File: config.mk
export PLATFORM = sky130hd
export DESIGN_NAME = double_to_fixed_decimal_text_top
export DESIGN_NICKNAME = d
export VERILOG_FILES = /design/src/hw/rtl/dtfd_pkg.sv /design/src/hw/rtl/double_to_fixed_decimal_text_top.sv /design/src/hw/rtl/dtfd_datapath.sv /design/src/hw/rtl/dtfd_ctrl.sv
export SDC_FILE = /design/constraint.sdc
export NUM_CORES = 1
export LEC_CHECK = 0
export BUFFER_PORTS_ARGS = -buffer_cell sky130_fd_sc_hd__buf_2
export CAP_MARGIN = 20
export CORE_AREA = 3 3 164 325
export DETAILED_ROUTE_END_ITERATION = 16
export DIE_AREA = 0 0 167 328
export PLACE_DENSITY = 0.77
export SETUP_SLACK_MARGIN = 0.02
export SLEW_MARGIN = 10
export SYNTH_ARGS = -nofsm -noshare
export SYNTH_HDL_FRONTEND = slang
export SYNTH_SLANG_ARGS = --single-unit
File: constraint.sdc
create_clock -name clk_i -period 32.8 [get_ports clk_i]
set_input_delay 3.28 -clock clk_i [delete_from_list [all_inputs] [get_ports clk_i]]
set_output_delay 3.28 -clock clk_i [all_outputs]
set_load 0.02 [all_outputs]
File: src/hw/rtl/dtfd_pkg.sv
`timescale 1ns / 1ps
// ----------------------------------------------------------------------------
// dtfd_pkg
// Shared types, constants and character tables for the double to fixed
// decimal text formatter.
// ----------------------------------------------------------------------------
package dtfd_pkg;

  localparam logic [10:0] EXP_ALL_ONES = 11'h7FF;
  localparam logic [10:0] EXP_TINY_MIN = 11'd1012;  // biased exponent of -11
  localparam logic [10:0] EXP_BIG_MAX  = 11'd1054;  // biased exponent of 31
  localparam logic [10:0] EXP_SHIFT_BASE = 11'd1011;

  localparam logic [2:0] PREC_RESET = 3'd6;
  localparam logic [2:0] PREC_MAX   = 3'd6;
  localparam logic [2:0] PREC_ILLEGAL = 3'd7;

  localparam logic [3:0] INT_TOP_IDX = 4'd9;

  localparam logic [6:0] CHAR_MINUS = 7'h2D;
  localparam logic [6:0] CHAR_POINT = 7'h2E;
  localparam logic [6:0] CHAR_ZERO  = 7'h30;

  localparam logic [23:0] STR_NAN = "nan";
  localparam logic [23:0] STR_INF = "inf";
  localparam logic [63:0] STR_OVF = "overflow";

  typedef enum logic [1:0] {
    KIND_NUM,
    KIND_NAN,
    KIND_INF,
    KIND_OVF
  } kind_e;

  typedef enum logic [2:0] {
    SRC_SIGN,
    SRC_TEXT,
    SRC_INT,
    SRC_POINT,
    SRC_FDIG
  } src_e;

  typedef enum logic [2:0] {
    ST_IDLE,
    ST_CLASS,
    ST_FRAC,
    ST_ROUND,
    ST_SIGN,
    ST_INT,
    ST_POINT,
    ST_FDIG
  } state_e;

  typedef struct packed {
    logic       load;
    logic       frac_step;
    logic       round;
    logic       int_step;
    logic       emit;
    src_e       src;
    logic       last;
    logic [3:0] idx;
  } cmd_t;

  typedef struct packed {
    kind_e      kind;
    logic       sign;
    logic [2:0] prec;
    logic       int_zero;
    logic       out_free;
  } sts_t;

  function automatic logic [33:0] pow10(logic [3:0] k);
    logic [33:0] p;
    p = 34'd1;
    case (k)
      4'd0: p = 34'd1;
      4'd1: p = 34'd10;
      4'd2: p = 34'd100;
      4'd3: p = 34'd1000;
      4'd4: p = 34'd10000;
      4'd5: p = 34'd100000;
      4'd6: p = 34'd1000000;
      4'd7: p = 34'd10000000;
      4'd8: p = 34'd100000000;
      4'd9: p = 34'd1000000000;
      default: p = 34'd1;
    endcase
    return p;
  endfunction

  function automatic logic [3:0] text_len(kind_e k);
    logic [3:0] n;
    n = 4'd3;
    case (k)
      KIND_OVF: n = 4'd8;
      default: n = 4'd3;
    endcase
    return n;
  endfunction

  function automatic logic [6:0] text_char(kind_e k, logic [3:0] i);
    logic [63:0] s;
    s = 64'h0;
    case (k)
      KIND_NAN: s = {STR_NAN, 40'h0};
      KIND_INF: s = {STR_INF, 40'h0};
      KIND_OVF: s = STR_OVF;
      default: s = 64'h0;
    endcase
    s = s << {i[2:0], 3'b000};
    return s[62:56];
  endfunction

endpackage

File: src/hw/rtl/double_to_fixed_decimal_text_top.sv
`timescale 1ns / 1ps
// ----------------------------------------------------------------------------
// double_to_fixed_decimal_text_top
// Formats the bit pattern of a double as fixed-point decimal ASCII text.
// ----------------------------------------------------------------------------
// Usage:
//   Input channel (in_valid_i/in_ready_o, value_bits_i) takes one 64-bit
//   double per request while the block is idle. Output channel
//   (out_valid_o/out_ready_i) delivers the text one character per request,
//   last_char_o marking the final character. Config channel
//   (cfg_valid_i/cfg_ready_o, fraction_digits_i) sets digits after the
//   point, 0 to 6 (7 acts as 6); write it only while idle. Reset value 6.
// Sequence:
//   The sequencer classifies the value; for values in the printable range
//   it then generates the fraction digits by multiply-by-ten, one past the
//   precision, and rounds them. Characters then leave at one per cycle
//   while the receiver is ready, and each suppressed leading integer zero
//   (up to nine) occupies the sequencer without emitting a character. The
//   next value is accepted only once the sequencer is idle again, since the
//   digit units and the single output register are shared.
// Reset clears the sequencer and the output valid flag; a stalled receiver
// holds the current character and pauses the sequencer at its next character.
// ----------------------------------------------------------------------------
module double_to_fixed_decimal_text_top
  import dtfd_pkg::*;
(
  input  logic        clk_i,
  input  logic        rst_ni,
  input  logic        in_valid_i,
  output logic        in_ready_o,
  input  logic [63:0] value_bits_i,
  output logic        out_valid_o,
  input  logic        out_ready_i,
  output logic [6:0]  text_char_o,
  output logic        last_char_o,
  input  logic        cfg_valid_i,
  output logic        cfg_ready_o,
  input  logic [2:0]  fraction_digits_i
);

  cmd_t cmd;
  sts_t sts;

  assign cfg_ready_o = 1'b1;

  dtfd_ctrl u_ctrl (
    .clk_i      (clk_i),
    .rst_ni     (rst_ni),
    .in_valid_i (in_valid_i),
    .in_ready_o (in_ready_o),
    .sts_i      (sts),
    .cmd_o      (cmd)
  );

  dtfd_datapath u_datapath (
    .clk_i             (clk_i),
    .rst_ni            (rst_ni),
    .value_bits_i      (value_bits_i),
    .cfg_valid_i       (cfg_valid_i),
    .fraction_digits_i (fraction_digits_i),
    .cmd_i             (cmd),
    .sts_o             (sts),
    .out_valid_o       (out_valid_o),
    .out_ready_i       (out_ready_i),
    .text_char_o       (text_char_o),
    .last_char_o       (last_char_o)
  );

endmodule

File: src/hw/rtl/dtfd_datapath.sv
`timescale 1ns / 1ps
// ----------------------------------------------------------------------------
// dtfd_datapath
// Operand registers, fraction digit generator, rounding, integer digit
// extraction and the output character register.
// ----------------------------------------------------------------------------
module dtfd_datapath
  import dtfd_pkg::*;
(
  input  logic        clk_i,
  input  logic        rst_ni,
  input  logic [63:0] value_bits_i,
  input  logic        cfg_valid_i,
  input  logic [2:0]  fraction_digits_i,
  input  cmd_t        cmd_i,
  output sts_t        sts_o,
  output logic        out_valid_o,
  input  logic        out_ready_i,
  output logic [6:0]  text_char_o,
  output logic        last_char_o
);

  logic [2:0]  cfg_q;
  kind_e       kind_q;
  logic        sign_q;
  logic [2:0]  prec_q;
  logic [31:0] v_q;
  logic [63:0] f_q;
  logic [3:0]  d_q [7];
  logic        rnd_q;
  logic        out_valid_q;
  logic [6:0]  text_q;
  logic        last_q;

  logic [10:0]  ebits;
  logic [52:0]  mant;
  logic [5:0]   sh;
  logic [116:0] x;
  kind_e        kind_d;
  logic         zero_d;
  logic [67:0]  prod;
  logic [33:0]  p;
  logic [3:0]   int_dig;
  logic [35:0]  int_sub;
  logic [3:0]   nd [7];
  logic         carry;
  logic         fire;
  logic [6:0]   char_d;

  always_ff @(posedge clk_i or negedge rst_ni) begin
    if (!rst_ni) begin
      cfg_q <= PREC_RESET;
    end else if (cfg_valid_i) begin
      cfg_q <= fraction_digits_i;
    end
  end

  always_comb begin
    ebits = value_bits_i[62:52];
    mant  = {1'b1, value_bits_i[51:0]};
    sh    = 6'(ebits - EXP_SHIFT_BASE);
    x     = {64'h0, mant} << sh;
    zero_d = 1'b0;
    if (ebits == EXP_ALL_ONES) begin
      kind_d = (value_bits_i[51:0] != 52'h0) ? KIND_NAN : KIND_INF;
    end else if (ebits > EXP_BIG_MAX) begin
      kind_d = KIND_OVF;
    end else begin
      kind_d = KIND_NUM;
      zero_d = (ebits < EXP_TINY_MIN);
    end
  end

  always_comb begin
    prod = ({4'h0, f_q} << 3) + ({4'h0, f_q} << 1);
  end

  always_comb begin
    p = pow10(cmd_i.idx);
    int_dig = 4'd0;
    int_sub = 36'd0;
    for (int c = 1; c <= 9; c++) begin
      if ({4'h0, v_q} >= 36'(c) * {2'b00, p}) begin
        int_dig = 4'(c);
        int_sub = 36'(c) * {2'b00, p};
      end
    end
  end

  always_comb begin
    carry = rnd_q;
    for (int i = 6; i >= 0; i--) begin
      nd[i] = d_q[i];
      if ((3'(i) < prec_q) && carry) begin
        if (d_q[i] == 4'd9) begin
          nd[i] = 4'd0;
        end else begin
          nd[i] = d_q[i] + 4'd1;
          carry = 1'b0;
        end
      end
    end
  end

  always_ff @(posedge clk_i) begin
    if (cmd_i.load) begin
      kind_q <= kind_d;
      sign_q <= value_bits_i[63];
      prec_q <= (cfg_q == PREC_ILLEGAL) ? PREC_MAX : cfg_q;
      if (zero_d) begin
        v_q <= 32'h0;
        f_q <= 64'h0;
      end else begin
        v_q <= x[95:64];
        f_q <= x[63:0];
      end
    end else if (cmd_i.frac_step) begin
      f_q <= prod[63:0];
      if (cmd_i.idx[2:0] == prec_q) begin
        rnd_q <= (prod[67:64] >= 4'd5);
      end else begin
        d_q[cmd_i.idx[2:0]] <= prod[67:64];
      end
    end else if (cmd_i.round) begin
      for (int i = 0; i < 7; i++) begin
        d_q[i] <= nd[i];
      end
      v_q <= v_q + 32'(carry);
    end else if (cmd_i.int_step) begin
      v_q <= v_q - int_sub[31:0];
    end
  end

  always_comb begin
    char_d = CHAR_MINUS;
    case (cmd_i.src)
      SRC_SIGN:  char_d = CHAR_MINUS;
      SRC_POINT: char_d = CHAR_POINT;
      SRC_INT:   char_d = CHAR_ZERO | {3'b000, int_dig};
      SRC_FDIG:  char_d = CHAR_ZERO | {3'b000, d_q[cmd_i.idx[2:0]]};
      SRC_TEXT:  char_d = text_char(kind_q, cmd_i.idx);
      default:   char_d = CHAR_MINUS;
    endcase
  end

  assign fire = cmd_i.emit && sts_o.out_free;

  always_ff @(posedge clk_i or negedge rst_ni) begin
    if (!rst_ni) begin
      out_valid_q <= 1'b0;
    end else if (fire) begin
      out_valid_q <= 1'b1;
    end else if (out_ready_i) begin
      out_valid_q <= 1'b0;
    end
  end

  always_ff @(posedge clk_i) begin
    if (fire) begin
      text_q <= char_d;
      last_q <= cmd_i.last;
    end
  end

  assign sts_o.kind     = kind_q;
  assign sts_o.sign     = sign_q;
  assign sts_o.prec     = prec_q;
  assign sts_o.int_zero = (int_dig == 4'd0);
  assign sts_o.out_free = !out_valid_q || out_ready_i;

  assign out_valid_o = out_valid_q;
  assign text_char_o = text_q;
  assign last_char_o = last_q;

`ifndef SYNTH
  a_frac_digit: assert property (@(posedge clk_i) disable iff (!rst_ni)
    cmd_i.frac_step |-> prod[67:64] <= 4'd9)
    else $error("fraction digit out of range");
  a_fire_valid: assert property (@(posedge clk_i) disable iff (!rst_ni)
    fire |=> out_valid_o)
    else $error("emitted character not presented");
  a_int_sub: assert property (@(posedge clk_i) disable iff (!rst_ni)
    cmd_i.int_step |-> int_sub <= {4'h0, v_q})
    else $error("integer digit subtract underflow");
`endif

endmodule

File: src/hw/rtl/dtfd_ctrl.sv
`timescale 1ns / 1ps
// ----------------------------------------------------------------------------
// dtfd_ctrl
// Sequencer: classifies the value, steps fraction digit generation and
// rounding, then walks the character sequence one request at a time.
// ----------------------------------------------------------------------------
module dtfd_ctrl
  import dtfd_pkg::*;
(
  input  logic clk_i,
  input  logic rst_ni,
  input  logic in_valid_i,
  output logic in_ready_o,
  input  sts_t sts_i,
  output cmd_t cmd_o
);

  state_e     state_q, state_d;
  logic [3:0] idx_q, idx_d;
  logic       started_q, started_d;
  logic       text_q, text_d;
  logic       fire;
  logic       advance;
  logic [3:0] prec_w;

  assign prec_w = {1'b0, sts_i.prec};

  always_ff @(posedge clk_i or negedge rst_ni) begin
    if (!rst_ni) begin
      state_q   <= ST_IDLE;
      idx_q     <= 4'd0;
      started_q <= 1'b0;
      text_q    <= 1'b0;
    end else begin
      state_q   <= state_d;
      idx_q     <= idx_d;
      started_q <= started_d;
      text_q    <= text_d;
    end
  end

  always_comb begin
    cmd_o = '0;
    cmd_o.src = SRC_SIGN;
    cmd_o.idx = idx_q;
    in_ready_o = 1'b0;
    case (state_q)
      ST_IDLE: begin
        in_ready_o = !text_q;
        if (text_q) begin
          cmd_o.emit = 1'b1;
          cmd_o.src  = SRC_TEXT;
          cmd_o.last = (idx_q == text_len(sts_i.kind) - 4'd1);
        end else begin
          cmd_o.load = in_valid_i;
        end
      end
      ST_FRAC: cmd_o.frac_step = 1'b1;
      ST_ROUND: cmd_o.round = 1'b1;
      ST_SIGN: begin
        cmd_o.emit = 1'b1;
        cmd_o.src  = SRC_SIGN;
      end
      ST_INT: begin
        cmd_o.emit = started_q || !sts_i.int_zero || (idx_q == 4'd0);
        cmd_o.src  = SRC_INT;
        cmd_o.last = (idx_q == 4'd0) && (sts_i.prec == 3'd0);
      end
      ST_POINT: begin
        cmd_o.emit = 1'b1;
        cmd_o.src  = SRC_POINT;
      end
      ST_FDIG: begin
        cmd_o.emit = 1'b1;
        cmd_o.src  = SRC_FDIG;
        cmd_o.last = (idx_q == prec_w - 4'd1);
      end
      default: cmd_o = '0;
    endcase
    cmd_o.int_step = (state_q == ST_INT) && (cmd_o.emit ? sts_i.out_free : 1'b1);
  end

  assign fire    = cmd_o.emit && sts_i.out_free;
  assign advance = cmd_o.int_step;

  always_comb begin
    state_d   = state_q;
    idx_d     = idx_q;
    started_d = started_q;
    text_d    = text_q;
    case (state_q)
      ST_IDLE: begin
        if (text_q) begin
          if (fire) begin
            if (idx_q == text_len(sts_i.kind) - 4'd1) begin
              text_d = 1'b0;
              idx_d  = 4'd0;
            end else begin
              idx_d = idx_q + 4'd1;
            end
          end
        end else if (in_valid_i) begin
          state_d   = ST_CLASS;
          idx_d     = 4'd0;
          started_d = 1'b0;
        end
      end
      ST_CLASS: begin
        idx_d = 4'd0;
        case (sts_i.kind)
          KIND_NUM: state_d = ST_FRAC;
          KIND_NAN: begin
            state_d = ST_IDLE;
            text_d  = 1'b1;
          end
          default: begin
            if (sts_i.sign) begin
              state_d = ST_SIGN;
            end else begin
              state_d = ST_IDLE;
              text_d  = 1'b1;
            end
          end
        endcase
      end
      ST_FRAC: begin
        if (idx_q == prec_w) begin
          state_d = ST_ROUND;
          idx_d   = 4'd0;
        end else begin
          idx_d = idx_q + 4'd1;
        end
      end
      ST_ROUND: begin
        state_d = sts_i.sign ? ST_SIGN : ST_INT;
        idx_d   = INT_TOP_IDX;
      end
      ST_SIGN: begin
        if (fire) begin
          if (sts_i.kind == KIND_NUM) begin
            state_d = ST_INT;
            idx_d   = INT_TOP_IDX;
          end else begin
            state_d = ST_IDLE;
            text_d  = 1'b1;
            idx_d   = 4'd0;
          end
        end
      end
      ST_INT: begin
        if (fire) begin
          started_d = 1'b1;
        end
        if (advance) begin
          if (idx_q == 4'd0) begin
            state_d = (sts_i.prec == 3'd0) ? ST_IDLE : ST_POINT;
          end else begin
            idx_d = idx_q - 4'd1;
          end
        end
      end
      ST_POINT: begin
        if (fire) begin
          state_d = ST_FDIG;
          idx_d   = 4'd0;
        end
      end
      ST_FDIG: begin
        if (fire) begin
          if (idx_q == prec_w - 4'd1) begin
            state_d = ST_IDLE;
            idx_d   = 4'd0;
          end else begin
            idx_d = idx_q + 4'd1;
          end
        end
      end
      default: state_d = ST_IDLE;
    endcase
  end

`ifndef SYNTH
  a_load_class: assert property (@(posedge clk_i) disable iff (!rst_ni)
    (in_valid_i && in_ready_o) |=> state_q == ST_CLASS)
    else $error("accepted request not classified");
  a_fdig_prec: assert property (@(posedge clk_i) disable iff (!rst_ni)
    state_q == ST_FDIG |-> sts_i.prec != 3'd0)
    else $error("fraction digits emitted with zero precision");
  a_frac_idx: assert property (@(posedge clk_i) disable iff (!rst_ni)
    state_q == ST_FRAC |-> idx_q <= prec_w)
    else $error("fraction step index past precision");
  a_text_idle: assert property (@(posedge clk_i) disable iff (!rst_ni)
    text_q |-> state_q == ST_IDLE && !in_ready_o)
    else $error("text walk outside idle");
`endif

endmodule

After elaboration in Yosys (flattened, before gate mapping) --
Memories as Yosys holds them, arrays and structs flattened. Index checks and enable logic that the tools add are counted. Widths: inputs -> output; s select.
Cells by class: mux-type cells 131, bitwise gates (word level) 1, shift-type cells 2, $add $sub $neg 16, $lt $le $gt $ge 19, multiply operators 5, equality and inequality tests 45, reduce and logical (&&, ||, !) cells 35
Operators with widths (number):
- $mux 32 | 14
- $mux 64 | 4
- $ge 32x36->1 | 7
- $pmux 63 s3 | 1
- $mux 4 | 36
- $shl 53x6->96 | 1
- $mul 3x34->36 const A | 2
- $add 67x65->68 | 1
- $shl 64x6->63 | 1
- $reduce_bool 52->1 | 1
- $mux 3 | 17
- $mux 1 | 44
- $mul 2x34->36 const A | 1
- $mul 4x34->36 const A | 1
- $ge 32x35->1 | 1
- $mul 2x34->35 const A | 1
- $ge 32x34->1 | 1
- $add 32x1->32 | 1
- $add 4x1->4 const B | 8
- $pmux 4 s8 | 1
- $sub 32x32->32 | 1
- $eq 4x4->1 const B | 7
- $pmux 7 s4 | 1
- $pmux 3 s8 | 1
- other kinds (45) | 100
Word-level totals: memories 2, register bits after elaboration 124, ROM bits 480, input port bits 72, output and inout port bits 11, RAM bits 28
Memory list:
- (name not given) | depth 16, bits a word 30, rd ports 1, clocked after memory_dff 0, write ports 0, line dtfd_pkg.sv:76 | case (k)
- u_datapath.d_q | depth 7, bits a word 4, rd ports 8, clocked after memory_dff 0, write ports 7, line dtfd_datapath.sv:29 | logic [3:0] d_q [7];

Longest topological paths before layout --
Gate-level depths: netlist (run 1). An unclocked memory read counts as a cell.
depth in word-level cells 29, mapped depth 57

Cells and area by module --
A second synthesis (run 1) with hierarchy kept.
Unflattened totals: cell total of the unflattened synthesis 3935, area, all modules 31211.2 µm²
By module, submodules not included:
- dtfd_datapath | times used 1, cells an instance 3791, sequential area each 4396.7 µm², area an instance 30118.9 µm²
- dtfd_ctrl | times used 1, cells an instance 142, sequential area each 225.2 µm², area an instance 1081.0 µm²
- double_to_fixed_decimal_text_top | times used 1, cells an instance 2, sequential area each 0.0 µm², area an instance 11.3 µm²

Worst setup path after synthesis (run 1) --
OpenSTA, ideal clock, no wires.
kind reg-to-reg, start register u_ctrl.idx_q[1], end register u_datapath.v_q[31], data pin, stages on the path, launching flop included 50, setup slack 20.962 ns, data required time 32.524 ns, clock period less this slack 11.838 ns, library setup time 0.276 ns, arrival 11.563 ns, cell sequence dfrtp_1 > clkbuf_1 > inv_1 > nand2_1 > o311ai_0 > inv_1 > fa_1 > inv_1 > ha_1 > fa_1 > a21o_1 > a22o_1 > o41ai_1 > o21bai_1 > o311ai_0 > o21ai_0 > or2_2 > xnor2_1 > [... 14 more ...] > nand2_1 > xnor2_1 > nor2_1 > ha_1 > a21o_1 > a21o_1 > a21o_1 > a21oi_1 > nand2_1 > o211ai_1 > a31oi_1 > a221o_1 > a21oi_1 > xnor2_1 > or4_1 > nor4_1 > a2111oi_1 > o211ai_1
On the way: cells in the longest elaborated chain, start to end 17
Ends and longest elaborated chain:
- from (decl) | line dtfd_ctrl.sv:19 | logic [3:0] idx_q, idx_d;
- from (signal assigned) | line dtfd_ctrl.sv:36 | idx_q <= idx_d;
- $mux 4 * | line dtfd_ctrl.sv:47 | case (state_q)
- $mem_v2 16x30 *
- branches (longest 9 deep; another with $mul 2x34->36)
- $mux 32 * | line dtfd_datapath.sv:83 | if ({4'h0, v_q} >= 36'(c) * {2'b00, p}) begin
- $sub 32x32->32 * | line dtfd_datapath.sv:130 | v_q <= v_q - int_sub[31:0];
- $mux 32 * | line dtfd_datapath.sv:129 | end else if (cmd_i.int_step) begin
- $mux 32 * | line dtfd_datapath.sv:124 | end else if (cmd_i.round) begin
- $mux 32 * | line dtfd_datapath.sv:117 | end else if (cmd_i.frac_step) begin
- $mux 32 * | line dtfd_datapath.sv:106 | if (cmd_i.load) begin
- to (signal assigned) | line dtfd_datapath.sv:114 | v_q <= x[95:64];
- to (signal assigned) | line dtfd_datapath.sv:128 | v_q <= v_q + 32'(carry);
- to (signal assigned) | line dtfd_datapath.sv:130
- to (decl) | line dtfd_datapath.sv:27 | logic [31:0] v_q;
Every way passes the cells marked *. The select of a mux whose other input is x is not followed. A chain may end at the register's enable or synchronous reset.

Worst setup path in the final report (run 1) --
start register u_ctrl.state_q[0], end register u_datapath.v_q[31], data pin
On the way: cells in the longest elaborated chain, start to end 19
Ends and longest elaborated chain:
- from (decl) | line dtfd_ctrl.sv:18 | state_e state_q, state_d;
- from (signal assigned) | line dtfd_ctrl.sv:35 | state_q <= state_d;
- branches (longest 18 deep; another with $mul 2x34->36)
- $mux 32 * | line dtfd_datapath.sv:106
Marked as above.

==> results of run 1 <==
## per-layer routing
metal / track usage [%] / vias up / part of all wire (%)
li1: - / 14600 / -
met1: 42.6 / 15300 / 29
met2: 81.3 / 2112 / 47
met3: 14.3 / 1080 / 8.6
met4: 58.2 / 2 / 15
met5: 0.272 / - / 0.010
## cell type report
class                           instances  area (µm²)  area share (%)
Sequential cell                       156        4620            14.3
Clock buffer                           27         643            1.98
Timing Repair Buffer                  143         873            2.69
Antenna cell                            5        12.5          0.0386
Clock inverter                          6        50.0           0.154
Multi-Input combinational cell       3375       24800            76.4
Inverter                              165         619            1.91
Tap cell                              654         818            2.52
## synthesized netlist by cell type (all sizes together) (11+ instances only)
library cell | number | area [µm²]
o21ai | 277 | 1400
or2 | 13 | 81.3
o22a | 16 | 140
a22oi | 24 | 180
ha | 499 | 6240
nand3b | 15 | 113
nand2b | 41 | 257
nor2 | 331 | 1250
a22o | 14 | 123
xor2 | 115 | 1010
mux4 | 44 | 991
dfrtp | 11 | 275
a31oi | 61 | 382
o22ai | 74 | 463
nor3 | 59 | 300
nor4 | 31 | 200
a221oi | 15 | 131
o32ai | 12 | 105
o221ai | 38 | 333
a21oi | 327 | 1640
inv | 162 | 608
mux2i | 67 | 671
and2 | 28 | 175
a21boi | 16 | 120
edfxtp | 143 | 4290
clkbuf | 113 | 424
o31ai | 28 | 210
mux2 | 17 | 191
or3 | 22 | 138
xnor2 | 106 | 936
o21a | 41 | 315
nand3 | 101 | 510
fa | 26 | 521
a2111oi | 11 | 123
a21o | 98 | 736
nand4 | 55 | 365
o21bai | 32 | 240
buf | 38 | 213
a211oi | 50 | 380
nor2b | 46 | 288
nand2 | 406 | 1520
o211ai | 42 | 315
and3 | 37 | 231
## stage by stage
step	hold WS, ns	std cells
final	0.523	4531
after global routing	0.547	4526
after CTS	0.517	4524
after detailed placement	0.501	4491
after floorplan	0.451	3847
after global placement	0.469	4491
## path summary, 6_finish.rpt
kind                                               startpoint                         endpoint  slack [ns]  depth (start not counted)
worst max register to register  u_ctrl.state_q[0]$_DFFE_PN0P_     u_datapath.v_q[31]$_DFFE_PP_       15.85                         48
min in group asynchronous                              rst_ni  u_datapath.cfg_q[0]$_DFFE_PN0P_        2.67                          1
worst max-delay path            u_ctrl.state_q[0]$_DFFE_PN0P_     u_datapath.v_q[31]$_DFFE_PP_       15.85                         48
worst min register to register   u_ctrl.started_q$_DFFE_PN0P_     u_ctrl.started_q$_DFFE_PN0P_        0.52                          2
worst min-delay path             u_ctrl.started_q$_DFFE_PN0P_     u_ctrl.started_q$_DFFE_PN0P_        0.52                          2
max in group asynchronous                              rst_ni  u_datapath.cfg_q[2]$_DFFE_PN1P_       29.83                          1
## registers in the layout (all words and copies together) (netlist names)
signal and cells:
u_datapath.f_q 64, u_datapath.d_q 32, u_datapath.v_q 32, u_datapath.text_char_o 7
u_ctrl.idx_q 4, u_ctrl.state_q 3, u_datapath.cfg_q 3, u_datapath.prec_q 3
u_datapath.kind_q 2, u_ctrl.started_q 1, u_ctrl.text_q 1, u_datapath.last_char_o 1
u_datapath.out_valid_o 1, u_datapath.rnd_q 1, u_datapath.sign_q 1
## logic make-up after synthesis
family                   Yosys count  share of synthesized area (%)
adder cells (fa/ha/maj)          525                           22.2
XOR/XNOR                         222                           6.44
other                              1                         0.0123
flip-flops                       156                           15.2
buffers and inverters            316                           4.12
AO/OA/AOI/OAI                   1273                           27.0
AND/OR/NAND/NOR                 1226                           19.0
multiplexers                     128                           6.08
## worst reg2reg max path, delay by kind of cell (launching register included)
family / cells / cell delay [ns]
DFF: 1 / 0.76
buffers and inverters: 3 / 0.97
and+or+nand+nor: 17 / 5.74
adders and majority gates: 5 / 1.71
AOI/OAI and AO/OA: 20 / 6.90
xor gates and xnor gates: 3 / 0.58
==> impl_metrics.toml, run 1 <==
[run_status]
status = "completed"

[synthesis]
synth_edf_count = 143
ys_types = 106
synth_cells = 3847
ys_warn_count = 0
synth_seq_cells = 156
synth.yosys.seq_area_share_pct = 15.2
postSynthNetCount = 4444
avgSynthCellArea_um2 = 7.93
ys.flop_type = "edfxtp_1"
async_reset_ff_share_pct = 8.33
synth_area_um2 = 30500

[floorplan]
row_count = 117
core_um2 = 51100
initial_core_util_pct = 59.7
io_pins = 83
die_width_um = 167
die_y_um = 328
die_area_um2 = 54800

[sta]
setup_ws_ns = 15.85
rsz0062_at_grt = "no"
tightest_slew_ns = 1.27
period_share_pct = 51.7
period_minus_slack_ns = 16.95
max_freq_ghz = 0.0590
fin_worst_skew_ns = 0.0365
setup_viol = 0
drv_slew = 0
finalHoldViolCount = 0
fin_tns_setup_ns = 0
relSlewSlack_pct = 14.5

[worst_setup_path]
crit_path_top_delay_cell = "o311ai_0"
critPathMaxStageDelay_ns = 1.08
start_kind = "flop"
path_max_fanout = 32
cpLargestDelayFamily = "compound AO/OA/AOI/OAI gates"
timing.critical_path.buf_inv = 3
cp-end-kind = "flop"
critPathArrivalTime_ns = 17.17
critPathKind = "flop to flop"
worstPathRequired_ns = 33.03

[grt]
grt_pass1_wl_um = 203000
grt_pass1_vias = 33400
gr-total-overflow = 0
antenna_found_initial = 6
grt_max_degree = 87
grtUsageTotal_pct = 48.8

[drt]
post_drt_via_cell_ratio = 7.32
wl_um = 137000
drc = 0
firstDrtPassIters = 10
detail_route.iter0.violations = 3055
vias = 33200
routedWlPerCell_um = 30.2
ant_nets = 0

[clocking]
cts_root_buf = "clkbuf_16"
cts_tree = "yes"
clk_latency_ns = 0.51
cts_sinks = 156
cts_resized = 0
cts.hold.buffers_added = 0
cts_buffers = 25
cts.path.max_buffers = 3
cts_max_level = 4
postCtsSetupRepairBufs = 0
clk_pin_slew_ns = 0.07

[cells_and_area]
syn_to_final_growth_pct = 6.31
final_cell_mix = "ha_1 (498), nand2_1 (406), nor2_1 (328), a21oi_1 (326), o21ai_0 (267)"
design_area_um2 = 32400
fin_util_pct = 63.5
final_common_cell = "ha_1"
layout-drive-gt1-share_pct = 7.70
fillerInstances = 4687
nets = 4463

[placed_design]
hpwl_um = 106000
portBuffers = 81
pre_cts_ws_ns = 16.92
gp_congestion = 1.14
dpl_cell_area_um2 = 31700

[run]
maxCapViolCount = 0

[worst_hold_path]
hold_class = "flop to flop"
Power of run 1 is not shown: default switching activity piles up to over one toggle a cycle in this logic, so the estimate is an artifact.
==> run 2: changes to the inputs <==
--- a/config.mk
+++ b/config.mk
@@ -10,7 +10,7 @@
 export CORE_AREA = 3 3 164 325
 export DETAILED_ROUTE_END_ITERATION = 16
 export DIE_AREA = 0 0 167 328
-export PLACE_DENSITY = 0.77
+export PLACE_DENSITY = 0.8
 export SETUP_SLACK_MARGIN = 0.02
 export SLEW_MARGIN = 10
 export SYNTH_ARGS = -nofsm -noshare
==> constraint.sdc (replaced) <==
create_clock -name clk_i -period 13.9 [get_ports clk_i]
set_input_delay 1.39 -clock clk_i [delete_from_list [all_inputs] [get_ports clk_i]]
set_output_delay 1.39 -clock clk_i [all_outputs]
set_load 0.02 [all_outputs]
==> run 2 against run 1 <==
Critical path depth increased by 4. Sequential share of layout area decreased by 0.24 points. Flip-flop and latch count unchanged. First-iteration DRC count decreased by 0.75%. Non-clock buffer count increased by 66. Final area increased by 1.8%. Worst setup slack got worse by 15 ns.
==> impl_metrics.toml, run 2 (synthesized netlist as in run 1, its figures left out) <==
[worst_setup_path]
crit_start = "u_ctrl.idx_q[1]$_DFFE_PN0P_"
r2r_slack_ns = 0.48
r2r_start = "u_ctrl.idx_q[1]$_DFFE_PN0P_"
critPathKind = "flop to flop"
path_max_fanout = 14
endpoint = "u_datapath.v_q[31]$_DFFE_PP_"
cpLargestDelayFamily = "compound AO/OA/AOI/OAI gates"
critPathArrivalTime_ns = 13.75
cp-end-kind = "flop"
timing.critical_path.buf_inv = 6
path_depth = 52
cp_common_cell = "a21oi_1"
rr_endpoint = "u_datapath.v_q[31]$_DFFE_PP_"
r2r_cells = 52
crit_path_top_delay_cell = "or4_1"
worstPathRequired_ns = 14.23
start_kind = "flop"
critPathMaxStageDelay_ns = 0.77

[sta]
setup_viol = 0
tightest_slew_ns = 1.19
period_share_pct = 96.5
setup_ws_ns = 0.485
fin_tns_setup_ns = 0
fin_worst_skew_ns = 0.0269
period_minus_slack_ns = 13.42
finalHoldViolCount = 0
max_freq_ghz = 0.0745
fin_hold_ws_ns = 0.497
relSlewSlack_pct = 20.6
drv_slew = 0

[floorplan]
initial_core_util_pct = 59.7
die_y_um = 328
io_pins = 83
row_count = 117
die_width_um = 167
core_um2 = 51100
die_area_um2 = 54800

[clocking]
cts_max_level = 4
cts_sinks = 156
cts_resized = 0
clk_latency_ns = 0.51
clk_pin_slew_ns = 0.06
cts_buffers = 25
postCtsSetupRepairBufs = 0
cts_root_buf = "clkbuf_16"
cts.hold.buffers_added = 0
cts.path.max_buffers = 3
cts_tree = "yes"

[cells_and_area]
syn_to_final_growth_pct = 8.19
fillerInstances = 4626
layout-drive-gt1-share_pct = 9.55
final_common_cell = "ha_1"
multiInputGateArea_um2 = 24800
top_register = "u_datapath.f_q"
final-seq-area_um2 = 4620
fin_util_pct = 64.6
largestRegisters = "u_datapath.f_q: 64 flops, u_datapath.d_q: 32 flops, u_datapath.v_q: 32 flops"
largest_reg_flops = 64
nets = 4529
final_cell_mix = "ha_1 (498), nand2_1 (404), nor2_1 (326), a21oi_1 (324), o21ai_0 (266)"

[drt]
routedWlPerCell_um = 30.4
ant_nets = 0
detail_route.iter0.violations = 3032
post_drt_via_cell_ratio = 7.32
firstDrtPassIters = 7
vias = 33700
drc = 0
wl_um = 140000

[run]
maxCapViolCount = 0

[grt]
grtUsageTotal_pct = 49.7
gr-total-overflow = 0
met1_usage_pct = 42.3
grt_max_degree = 67
grt-busiest-layer = "met2"
grt_pass1_vias = 34100
grt_use_met2_pct = 84.0
grt_pass1_wl_um = 207000
use_met3_pct = 13.6
antenna_found_initial = 5

[placed_design]
portBuffers = 81
hpwl_um = 111000
pre_cts_ws_ns = 0.248
gp_congestion = 1.14

[run_status]
status = "completed"

[worst_hold_path]
hold_class = "flop to flop"
run 2: cell count changes in the layout (fill, tap and decap cells not counted), sizes merged:
cell | before | now
clkbuf | 28 | 30
clkinvlp | 0 | 1
bufinv | 1 | 2
buf | 142 | 208
clkinv | 8 | 5
inv | 162 | 161
diode | 5 | 4
run 2: area by class of cell:
type / count / area share, %
Multi-Input combinational cell: 3375 / 75.2
Sequential cell: 156 / 14.0
Timing Repair Buffer: 209 / 4.19
Tap cell: 654 / 2.48
Clock buffer: 29 / 2.00
Inverter: 165 / 1.89
Clock inverter: 4 / 0.212
Antenna cell: 4 / 0.0303
run 2: through the flow:
| step | std cells | area [µm²] |
|---|---|---|
| final | 4596 | 33000 |
| after global placement | 4556 | 32200 |
| after CTS | 4589 | 32900 |
| after global routing | 4592 | 33000 |
| after detailed placement | 4556 | 32200 |
| after floorplan | 3847 | 30500 |
run 2: routing by layer:
layer,up-vias,share of wire [%]
met2,2150,47
met5,-,0.065
met4,6,16
met1,15700,29
met3,1085,7.8
li1,14800,-
run 2: how the worst min path moves through the flow:
stage | depth (start not counted) | to | slack [ns] | from
2_1_floorplan | 2 | u_ctrl.started_q$_DFFE_PN0P_ | 0.45 | u_ctrl.started_q$_DFFE_PN0P_
3_3_place_gp | 2 | u_ctrl.started_q$_DFFE_PN0P_ | 0.47 | u_ctrl.started_q$_DFFE_PN0P_
3_5_place_dp | 2 | u_ctrl.started_q$_DFFE_PN0P_ | 0.47 | u_ctrl.started_q$_DFFE_PN0P_
4_1_cts | 2 | u_ctrl.started_q$_DFFE_PN0P_ | 0.49 | u_ctrl.started_q$_DFFE_PN0P_
5_1_grt | 1 | u_datapath.cfg_q[0]$_DFFE_PN0P_ | 0.52 | u_datapath.cfg_q[0]$_DFFE_PN0P_
6_report | 2 | u_ctrl.started_q$_DFFE_PN0P_ | 0.50 | u_ctrl.started_q$_DFFE_PN0P_
run 2: tightest hold or removal path, stage by stage, from the launching register on:
cell	delay [ns]
dfrtp_1	0.34
nand2_1	0.05
o21ai_0	0.07
Power of run 2 is left out for the same reason.
